[src/rtl/core/spc_pkg.sv]
// ----------------------------------------------------------------------------
// spc_pkg: shared types, constants and helpers
// Register indexes, sequencer states, arctangent table and pulse clamp for the
// servo pulse controller.
// ----------------------------------------------------------------------------
package spc_pkg;

   // configuration register indexes
   localparam logic [2:0] REG_THROTTLE_GAIN = 3'd0;
   localparam logic [2:0] REG_STEER_GAIN    = 3'd1;
   localparam logic [2:0] REG_WHEELBASE     = 3'd2;
   localparam logic [2:0] REG_THROTTLE_MIN  = 3'd3;
   localparam logic [2:0] REG_THROTTLE_MAX  = 3'd4;
   localparam logic [2:0] REG_STEER_MIN     = 3'd5;
   localparam logic [2:0] REG_STEER_MAX     = 3'd6;

   // datapath widths
   localparam int XY_W  = 36;
   localparam int Z_W   = 32;
   localparam int ACC_W = 20;

   // 1500 us in q12.8
   localparam logic signed [39:0] CENTER_Q8 = 40'sd384000;
   localparam logic [ACC_W-1:0]   CENTER_ACC = 20'd384000;

   // zero speed saturation marks
   localparam logic signed [39:0] SAT_POS = 40'sd2147483647;
   localparam logic signed [39:0] SAT_NEG = -40'sd2147483648;

   typedef enum logic [2:0] {
      ST_IDLE,
      ST_LOAD,
      ST_RUN,
      ST_PULSE,
      ST_MUL,
      ST_DONE
   } state_type;

   // atan(2^-i) as pulse microseconds in q.16
   function automatic logic [26:0] atan_us(input logic [4:0] idx);
      logic [26:0] r;
      case (idx)
         5'd0:    r = 27'd49152000;
         5'd1:    r = 27'd29016120;
         5'd2:    r = 27'd15331321;
         5'd3:    r = 27'd7782418;
         5'd4:    r = 27'd3906311;
         5'd5:    r = 27'd1955060;
         5'd6:    r = 27'd977768;
         5'd7:    r = 27'd488914;
         5'd8:    r = 27'd244461;
         5'd9:    r = 27'd122231;
         5'd10:   r = 27'd61116;
         5'd11:   r = 27'd30558;
         5'd12:   r = 27'd15279;
         5'd13:   r = 27'd7640;
         5'd14:   r = 27'd3820;
         5'd15:   r = 27'd1910;
         5'd16:   r = 27'd955;
         5'd17:   r = 27'd477;
         5'd18:   r = 27'd239;
         5'd19:   r = 27'd119;
         5'd20:   r = 27'd60;
         5'd21:   r = 27'd30;
         5'd22:   r = 27'd15;
         5'd23:   r = 27'd7;
         default: r = 27'd0;
      endcase
      return r;
   endfunction

   // clamp a q12.8 value: above max gives max, else below min gives min
   function automatic logic [ACC_W-1:0] clamp_q8(input logic signed [39:0] p,
                                                 input logic [11:0] lo,
                                                 input logic [11:0] hi);
      logic signed [39:0] l;
      logic signed [39:0] h;
      logic signed [39:0] r;
      l = $signed({20'b0, lo, 8'b0});
      h = $signed({20'b0, hi, 8'b0});
      if (p > h) begin
         r = h;
      end else if (p < l) begin
         r = l;
      end else begin
         r = p;
      end
      return r[ACC_W-1:0];
   endfunction

endpackage

[src/rtl/core/spc_cordic.sv]
// ----------------------------------------------------------------------------
// spc_cordic: shared vectoring rotator
// One micro-rotation per cycle; the angle builds up in pulse microseconds.
// ----------------------------------------------------------------------------
module spc_cordic import spc_pkg::*; #(
   parameter int CORDIC_STEPS = 16
) (
   input  logic                  clock,
   input  logic                  reset,
   input  logic                  start,
   input  logic signed [XY_W-1:0] x_init,
   input  logic signed [XY_W-1:0] y_init,
   output logic                  done,
   output logic signed [Z_W-1:0] angle
);

   localparam int CNT_W = $clog2(CORDIC_STEPS);
   localparam logic [CNT_W-1:0] LAST = CNT_W'(CORDIC_STEPS - 1);

   logic signed [XY_W-1:0] x_ff;
   logic signed [XY_W-1:0] y_ff;
   logic signed [Z_W-1:0]  z_ff;
   logic [CNT_W-1:0]       cnt_ff;
   logic                   busy_ff;

   logic signed [XY_W-1:0] dx;
   logic signed [XY_W-1:0] dy;
   logic signed [Z_W-1:0]  dz;

   // shifted terms for this step
   always_comb begin
      dx = y_ff >>> cnt_ff;
      dy = x_ff >>> cnt_ff;
      dz = $signed({5'b0, atan_us(5'(cnt_ff))});
   end

   assign done  = busy_ff && (cnt_ff == LAST);
   assign angle = z_ff;

   // control
   always_ff @(posedge clock) begin
      if (reset) begin
         busy_ff <= 1'b0;
         cnt_ff  <= '0;
      end else if (start) begin
         busy_ff <= 1'b1;
         cnt_ff  <= '0;
      end else if (busy_ff) begin
         busy_ff <= !done;
         cnt_ff  <= cnt_ff + 1'b1;
      end
   end

   // rotation
   always_ff @(posedge clock) begin
      if (start) begin
         x_ff <= x_init;
         y_ff <= y_init;
         z_ff <= '0;
      end else if (busy_ff) begin
         if (!y_ff[XY_W-1]) begin
            x_ff <= x_ff + dx;
            y_ff <= y_ff - dy;
            z_ff <= z_ff + dz;
         end else begin
            x_ff <= x_ff - dx;
            y_ff <= y_ff + dy;
            z_ff <= z_ff - dz;
         end
      end
   end

endmodule

[src/rtl/core/servo_pulse_p_controller_unit.sv]
// ----------------------------------------------------------------------------
// servo_pulse_p_controller_unit: incremental proportional servo controller
// Maps commanded and measured speed and turn rate to steering pulses and
// steps the throttle and steering accumulators by gain times error.
// ----------------------------------------------------------------------------
//   channel   ports                    direction
//   req_      valid/ready + 4 fields   in   speeds and turn rates, q4.12
//   rsp_      valid/ready + 2 fields   out  throttle and steer pulse, us
//   csr_      we/index/wdata           in   gains, wheelbase, limits
//
// An item runs its commanded and its measured pair through the one shared
// rotator in turn; a pair whose speed is zero skips the rotator.
// Reset puts the accumulators at 1500 us and the registers at defaults.
// A result waits in the output register; a new item may be taken meanwhile,
// and its last step holds until that result has been taken.
// ----------------------------------------------------------------------------
module servo_pulse_p_controller_unit import spc_pkg::*; #(
   parameter int CORDIC_STEPS = 16
) (
   input  logic               clock,
   input  logic               reset,
   input  logic               req_valid,
   output logic               req_ready,
   input  logic signed [15:0] req_cmd_speed,
   input  logic signed [15:0] req_cmd_turn_rate,
   input  logic signed [15:0] req_meas_speed,
   input  logic signed [15:0] req_meas_turn_rate,
   output logic               rsp_valid,
   input  logic               rsp_ready,
   output logic [11:0]        rsp_throttle_pulse,
   output logic [11:0]        rsp_steer_pulse,
   input  logic               csr_we,
   input  logic [2:0]         csr_index,
   input  logic [15:0]        csr_wdata
);

   state_type state_ff, state_in;

   logic [15:0] throttle_gain_ff, steer_gain_ff, wheelbase_ff;
   logic [11:0] throttle_min_ff, throttle_max_ff, steer_min_ff, steer_max_ff;

   logic signed [15:0] cs_ff, ct_ff, ms_ff, mt_ff;
   logic               pair_ff;
   logic [ACC_W-1:0]   cmd_p_ff, meas_p_ff;
   logic [ACC_W-1:0]   throttle_acc_ff, steer_acc_ff;
   logic signed [33:0] th_prod_ff;
   logic signed [37:0] st_prod_ff;
   logic               rsp_valid_ff;
   logic [11:0]        rsp_throttle_ff, rsp_steer_ff;

   logic                   accept;
   logic                   out_free;
   logic signed [15:0]     v_sel, w_sel;
   logic signed [16:0]     v_ext, w_ext, v_abs, w_eff;
   logic signed [33:0]     y_prod;
   logic signed [XY_W-1:0] x0, y0;
   logic                   cordic_start, cordic_done;
   logic signed [Z_W-1:0]  angle;
   logic signed [Z_W-1:0]  z_sh;
   logic signed [39:0]     p_raw;
   logic [ACC_W-1:0]       pulse;
   logic signed [16:0]     diff_t;
   logic signed [20:0]     diff_s;
   logic signed [39:0]     dt, ds, t_sum, s_sum;
   logic [ACC_W-1:0]       t_new, s_new;

   assign accept   = req_valid && req_ready;
   assign out_free = !rsp_valid_ff || rsp_ready;

   // pair selection and rotator seed
   always_comb begin
      v_sel  = pair_ff ? ms_ff : cs_ff;
      w_sel  = pair_ff ? mt_ff : ct_ff;
      v_ext  = {v_sel[15], v_sel};
      w_ext  = {w_sel[15], w_sel};
      v_abs  = v_sel[15] ? -v_ext : v_ext;
      w_eff  = v_sel[15] ? -w_ext : w_ext;
      y_prod = w_eff * $signed({1'b0, wheelbase_ff});
      x0     = {7'b0, v_abs, 12'b0};
      y0     = {{(XY_W-34){y_prod[33]}}, y_prod};
   end

   // steering pulse from angle, or for zero speed saturated by turn-rate sign (centre if zero)
   always_comb begin
      z_sh = (angle + 32'sd128) >>> 8;
      if (v_sel != 16'sd0) begin
         p_raw = CENTER_Q8 + {{8{z_sh[31]}}, z_sh};
      end else if (w_sel > 16'sd0) begin
         p_raw = SAT_POS;
      end else if (w_sel < 16'sd0) begin
         p_raw = SAT_NEG;
      end else begin
         p_raw = CENTER_Q8;
      end
      pulse = clamp_q8(p_raw, steer_min_ff, steer_max_ff);
   end

   // error terms and accumulator update
   always_comb begin
      diff_t = {cs_ff[15], cs_ff} - {ms_ff[15], ms_ff};
      diff_s = $signed({1'b0, cmd_p_ff}) - $signed({1'b0, meas_p_ff});
      dt     = ($signed({{6{th_prod_ff[33]}}, th_prod_ff}) + 40'sd2048) >>> 12;
      ds     = ($signed({{2{st_prod_ff[37]}}, st_prod_ff}) + 40'sd128) >>> 8;
      t_sum  = $signed({20'b0, throttle_acc_ff}) + dt;
      s_sum  = $signed({20'b0, steer_acc_ff}) + ds;
      t_new  = clamp_q8(t_sum, throttle_min_ff, throttle_max_ff);
      s_new  = clamp_q8(s_sum, steer_min_ff, steer_max_ff);
   end

   spc_cordic #(
      .CORDIC_STEPS (CORDIC_STEPS)
   ) u_cordic (
      .clock  (clock),
      .reset  (reset),
      .start  (cordic_start),
      .x_init (x0),
      .y_init (y0),
      .done   (cordic_done),
      .angle  (angle)
   );

   // next state
   always_comb begin
      state_in = state_ff;
      case (state_ff)
         ST_IDLE:  if (accept) state_in = ST_LOAD;
         ST_LOAD:  state_in = (v_sel != 16'sd0) ? ST_RUN : ST_PULSE;
         ST_RUN:   if (cordic_done) state_in = ST_PULSE;
         ST_PULSE: state_in = pair_ff ? ST_MUL : ST_LOAD;
         ST_MUL:   state_in = ST_DONE;
         ST_DONE:  if (out_free) state_in = ST_IDLE;
         default:  state_in = ST_IDLE;
      endcase
   end

   // sequencer outputs
   always_comb begin
      req_ready    = 1'b0;
      cordic_start = 1'b0;
      case (state_ff)
         ST_IDLE: req_ready    = 1'b1;
         ST_LOAD: cordic_start = (v_sel != 16'sd0);
         default: ;
      endcase
   end

   always_ff @(posedge clock) begin
      if (reset) begin
         state_ff <= ST_IDLE;
      end else begin
         state_ff <= state_in;
      end
   end

   // configuration registers
   always_ff @(posedge clock) begin
      if (reset) begin
         throttle_gain_ff <= 16'd32000;
         steer_gain_ff    <= 16'd128;
         wheelbase_ff     <= 16'd1475;
         throttle_min_ff  <= 12'd1300;
         throttle_max_ff  <= 12'd1580;
         steer_min_ff     <= 12'd1000;
         steer_max_ff     <= 12'd2000;
      end else if (csr_we) begin
         case (csr_index)
            REG_THROTTLE_GAIN: throttle_gain_ff <= csr_wdata;
            REG_STEER_GAIN:    steer_gain_ff    <= csr_wdata;
            REG_WHEELBASE:     wheelbase_ff     <= csr_wdata;
            REG_THROTTLE_MIN:  throttle_min_ff  <= csr_wdata[11:0];
            REG_THROTTLE_MAX:  throttle_max_ff  <= csr_wdata[11:0];
            REG_STEER_MIN:     steer_min_ff     <= csr_wdata[11:0];
            REG_STEER_MAX:     steer_max_ff     <= csr_wdata[11:0];
            default: ;
         endcase
      end
   end

   // item capture, pulses and products
   always_ff @(posedge clock) begin
      if (accept) begin
         cs_ff <= req_cmd_speed;
         ct_ff <= req_cmd_turn_rate;
         ms_ff <= req_meas_speed;
         mt_ff <= req_meas_turn_rate;
      end
      if (state_ff == ST_PULSE) begin
         if (pair_ff) begin
            meas_p_ff <= pulse;
         end else begin
            cmd_p_ff <= pulse;
         end
      end
      if (state_ff == ST_MUL) begin
         th_prod_ff <= diff_t * $signed({1'b0, throttle_gain_ff});
         st_prod_ff <= diff_s * $signed({1'b0, steer_gain_ff});
      end
   end

   // pair flag, accumulators and result register
   always_ff @(posedge clock) begin
      if (reset) begin
         pair_ff         <= 1'b0;
         throttle_acc_ff <= CENTER_ACC;
         steer_acc_ff    <= CENTER_ACC;
         rsp_valid_ff    <= 1'b0;
      end else begin
         if (accept) begin
            pair_ff <= 1'b0;
         end else if (state_ff == ST_PULSE) begin
            pair_ff <= 1'b1;
         end
         if (state_ff == ST_DONE && out_free) begin
            throttle_acc_ff <= t_new;
            steer_acc_ff    <= s_new;
            rsp_valid_ff    <= 1'b1;
         end else if (rsp_valid_ff && rsp_ready) begin
            rsp_valid_ff <= 1'b0;
         end
      end
   end

   always_ff @(posedge clock) begin
      if (state_ff == ST_DONE && out_free) begin
         rsp_throttle_ff <= t_new[ACC_W-1:8];
         rsp_steer_ff    <= s_new[ACC_W-1:8];
      end
   end

   assign rsp_valid          = rsp_valid_ff;
   assign rsp_throttle_pulse = rsp_throttle_ff;
   assign rsp_steer_pulse    = rsp_steer_ff;

endmodule

[config.mk]
export PLATFORM = sky130hd
export DESIGN_NAME = servo_pulse_p_controller_unit
export DESIGN_NICKNAME = d
export VERILOG_FILES = /design/src/rtl/core/spc_pkg.sv /design/src/rtl/core/spc_cordic.sv /design/src/rtl/core/servo_pulse_p_controller_unit.sv
export SDC_FILE = /design/constraint.sdc
export NUM_CORES = 2
export LEC_CHECK = 0
export ABC_AREA = 1
export BUFFER_PORTS_ARGS = -buffer_cell sky130_fd_sc_hd__buf_2
export CAP_MARGIN = 20
export CORE_MARGIN = 2
export CORE_UTILIZATION = 55
export CTS_CLUSTER_DIAMETER = 150
export DETAILED_ROUTE_END_ITERATION = 8
export GPL_ROUTABILITY_DRIVEN = 0
export PLACE_DENSITY_LB_ADDON = 0.1
export SYNTH_ARGS = -nofsm -noshare
export SYNTH_HDL_FRONTEND = slang
export SYNTH_SLANG_ARGS = --single-unit
[constraint.sdc]
create_clock -name clock -period 12.6 [get_ports clock]
set_clock_uncertainty 0.15 [all_clocks]
set_input_delay 1.26 -clock clock [delete_from_list [all_inputs] [get_ports clock]]
set_output_delay 1.26 -clock clock [all_outputs]
set_load 0.03 [all_outputs]
==> impl_metrics.json <==
{
  "track_usage": 0.3318,
  "post_cts_buffers": 0,
  "htree_levels": 2,
  "ys_warn_count": 0,
  "cts_inserted_buffers": 57,
  "dp_hpwl_um": 175800,
  "hold_path.class": "reg -> reg",
  "dpl_worst_slack_ps": 2299,
  "die_w_um": 358.8,
  "fp-row-count": 130,
  "worst-path-stages": 40,
  "portBuffers": 113,
  "drt_first_pass_iters": 8,
  "grt_first_pass_wirelength_um": 336800,
  "syn_nets": 10646,
  "synth_seq_area_share": 0.1664,
  "cp_data_arrival_time_ps": 10690,
  "synthCells": 9133,
  "synthArstFlopShare": 0,
  "crit_buf_inv": 10,
  "drc": 0,
  "crit_type": "reg -> reg",
  "maxCapViolCount": 0,
  "first_global_vias": 60503,
  "initial_core_util": 0.5529,
  "clk_path_buf_depth": 3,
  "fp.dieH_um": 358.8,
  "synth_top_area_share": 0.2590,
  "nNetsFinal": 10602,
  "clkLatencyLatePin_ps": 680,
  "syn-cell-area_mm2": 0.06924,
  "die_area_mm2": 0.1288,
  "crit_start": "pair_ff",
  "clk_pin_slew_ps": 60,
  "cts_sinks": 458,
  "timing.fmax_mhz": 95.79,
  "synth.distinct_cells": 72,
  "ant_nets": 0,
  "antenna_found_initial": 6,
  "syn_avg_cell_area_um2": 7.582,
  "grt_max_degree": 95,
  "status": "completed",
  "wl_um": 213100,
  "slew_headroom": 0.2665,
  "finalSetupViolations": 0,
  "slew_violations": 0,
  "drtIter0Drc": 5791,
  "r2r-start": "pair_ff",
  "cp_top_family": "adder cells",
  "crit_required_ps": 12850,
  "grt_setup_unrepaired": "false",
  "cp_slowest_cell": "fa_1",
  "dominantRegCellSynth": "edfxtp_1",
  "vias_per_cell": 5.617,
  "cts_tree": "yes",
  "wl_per_cell_um": 19.75,
  "synthTopCellsByArea": "fa_1, nand2_1, edfxtp_1",
  "ctsResizeCount": 0,
  "rrSetupSlack_ps": 2160,
  "layout_setup_ws_ps": 2160,
  "root_buffer": "clkbuf_16",
  "core_area_mm2": 0.1252,
  "reg2regPathDepth": 40,
  "end_kind": "flop",
  "worstSetupStartpointType": "flop",
  "drive_above_1_share": 0.04859,
  "hold_viol": 0,
  "vias": 60604,
  "endpoint": "u_cordic.y_ff[34]",
  "cpPeakStageDelay_ps": 910,
  "synth_edf_count": 235,
  "syn_to_final_growth_pct": 5.461,
  "final_common_cell": "nand2_1",
  "gr-total-overflow": 0,
  "setup-tns-final_ps": 0,
  "io_pins": 114,
  "hold_buffers": 0,
  "ys_ff_latch": 458,
  "final_cell_mix": "nand2_1, inv_1, fa_1, nor2_1, ha_1",
  "path_max_fanout": 43,
  "yosysTopAreaCell": "fa_1",
  "period_needed_ps": 10440,
  "rr_endpoint": "u_cordic.y_ff[34]",
  "layout_worst_path_cycle_share": 0.8286,
  "worst-slew-pin-transition_ps": 1092
}
-- logic make-up after synthesis --
group / count (synthesis) / share of synthesized area
adder cells (fa/ha/maj): 1425 / 0.3546
AND/OR/NAND/NOR: 3432 / 0.2052
XOR/XNOR: 337 / 0.04284
multiplexers: 47 / 0.006848
flip-flops: 458 / 0.1664
AO/OA/AOI/OAI: 1337 / 0.1074
buffers and inverters: 2097 / 0.1167
-- worst min-delay path by stage --
stage | from | to | slack, ps | cells past startpoint
final | u_cordic.angle[3] | u_cordic.angle[3] | 320 | 2
after global routing | throttle_acc_ff[0] | throttle_acc_ff[0] | 340 | 2
after CTS | steer_gain_ff[14] | steer_gain_ff[14] | 320 | 2
after detailed placement | u_cordic.angle[3] | u_cordic.angle[3] | 310 | 2
after global placement | u_cordic.angle[4] | u_cordic.angle[4] | 300 | 2
after floorplan | u_cordic.angle[3] | u_cordic.angle[3] | 280 | 2
-- routing by layer --
layer | global-route usage | part of all wire | up-vias
met5 | 0 | 0.00022 | -
met4 | 0.1347 | 0.046 | 6
met3 | 0.05162 | 0.088 | 394
met2 | 0.5233 | 0.44 | 2640
met1 | 0.4580 | 0.43 | 29096
li1 | - | - | 28468
-- synthesized netlist by cell type (17+ instances only) --
cell / number
xor2_1: 196
o22ai_1: 34
a21oi_1: 492
inv_1: 1792
o211ai_1: 57
edfxtp_1: 235
nand2_2: 23
nor2_2: 17
ha_1: 529
a31oi_1: 40
nand4_1: 62
nand2_1: 1897
dfxtp_1: 223
clkbuf_1: 173
or2_2: 68
fa_1: 896
o21bai_1: 21
nor3_1: 68
nor2_1: 868
o21a_1: 18
clkinv_1: 26
buf_2: 45
o21ai_0: 473
buf_1: 20
o21ai_1: 69
nor4_1: 23
mux2i_1: 46
xnor2_1: 139
a21boi_0: 18
a21o_1: 24
nand3_1: 327
inv_2: 17
-- worst reg2reg max path: cells and delay by family (launching register included) --
family / cells / cell delay, ps
simple gates: 14 / 2080
fa+ha+maj: 9 / 4540
buf+inv: 10 / 1500
flops: 1 / 340
compound gates: 7 / 1590
-- area by class of cell --
class                      instances  area [um2]
timing repair buffer             159       910.9
sequential                       458       11520
fill                           11915       52220
clock buffer                      75        1597
multi-input combinational       6578       49690
antenna                            1       2.502
tap                             1650        2064
clock inverter                    33       352.8
inverter                        1835        6888
-- registers in the layout, indices dropped and copies added, names as in the netlist, 12 cells and up --
| signal | count |
|---|---|
| cmd_p_ff | 20 |
| ms_ff | 16 |
| throttle_gain_ff | 16 |
| rsp_steer_pulse | 12 |
| u_cordic.y_ff | 36 |
| st_prod_ff | 31 |
| steer_min_ff | 12 |
| ct_ff | 16 |
| mt_ff | 16 |
| u_cordic.x_ff | 36 |
| throttle_acc_ff | 20 |
| wheelbase_ff | 16 |
| throttle_max_ff | 12 |
| cs_ff | 16 |
| u_cordic.dz | 26 |
| steer_acc_ff | 20 |
| u_cordic.angle | 32 |
| meas_p_ff | 20 |
| throttle_min_ff | 12 |
| steer_gain_ff | 16 |
| rsp_throttle_pulse | 12 |
| steer_max_ff | 12 |
| th_prod_ff | 23 |
-- through the flow --
stage / cells / hold slack, ps / instance area (um2) / util
after floorplan: 9133 / 284.7 / 69240 / -
after global placement: 10679 / 297.3 / 71070 / 0.5674
after detailed placement: 10680 / 307.2 / 71070 / 0.5675
after CTS: 10788 / 320.5 / 73020 / 0.5830
after global routing: 10788 / 341.4 / 73020 / 0.5830
final: 10789 / 321.2 / 73030 / 0.5831
Power is not shown: default switching activity piles up to over one toggle a cycle in this logic, so the estimate is an artifact.
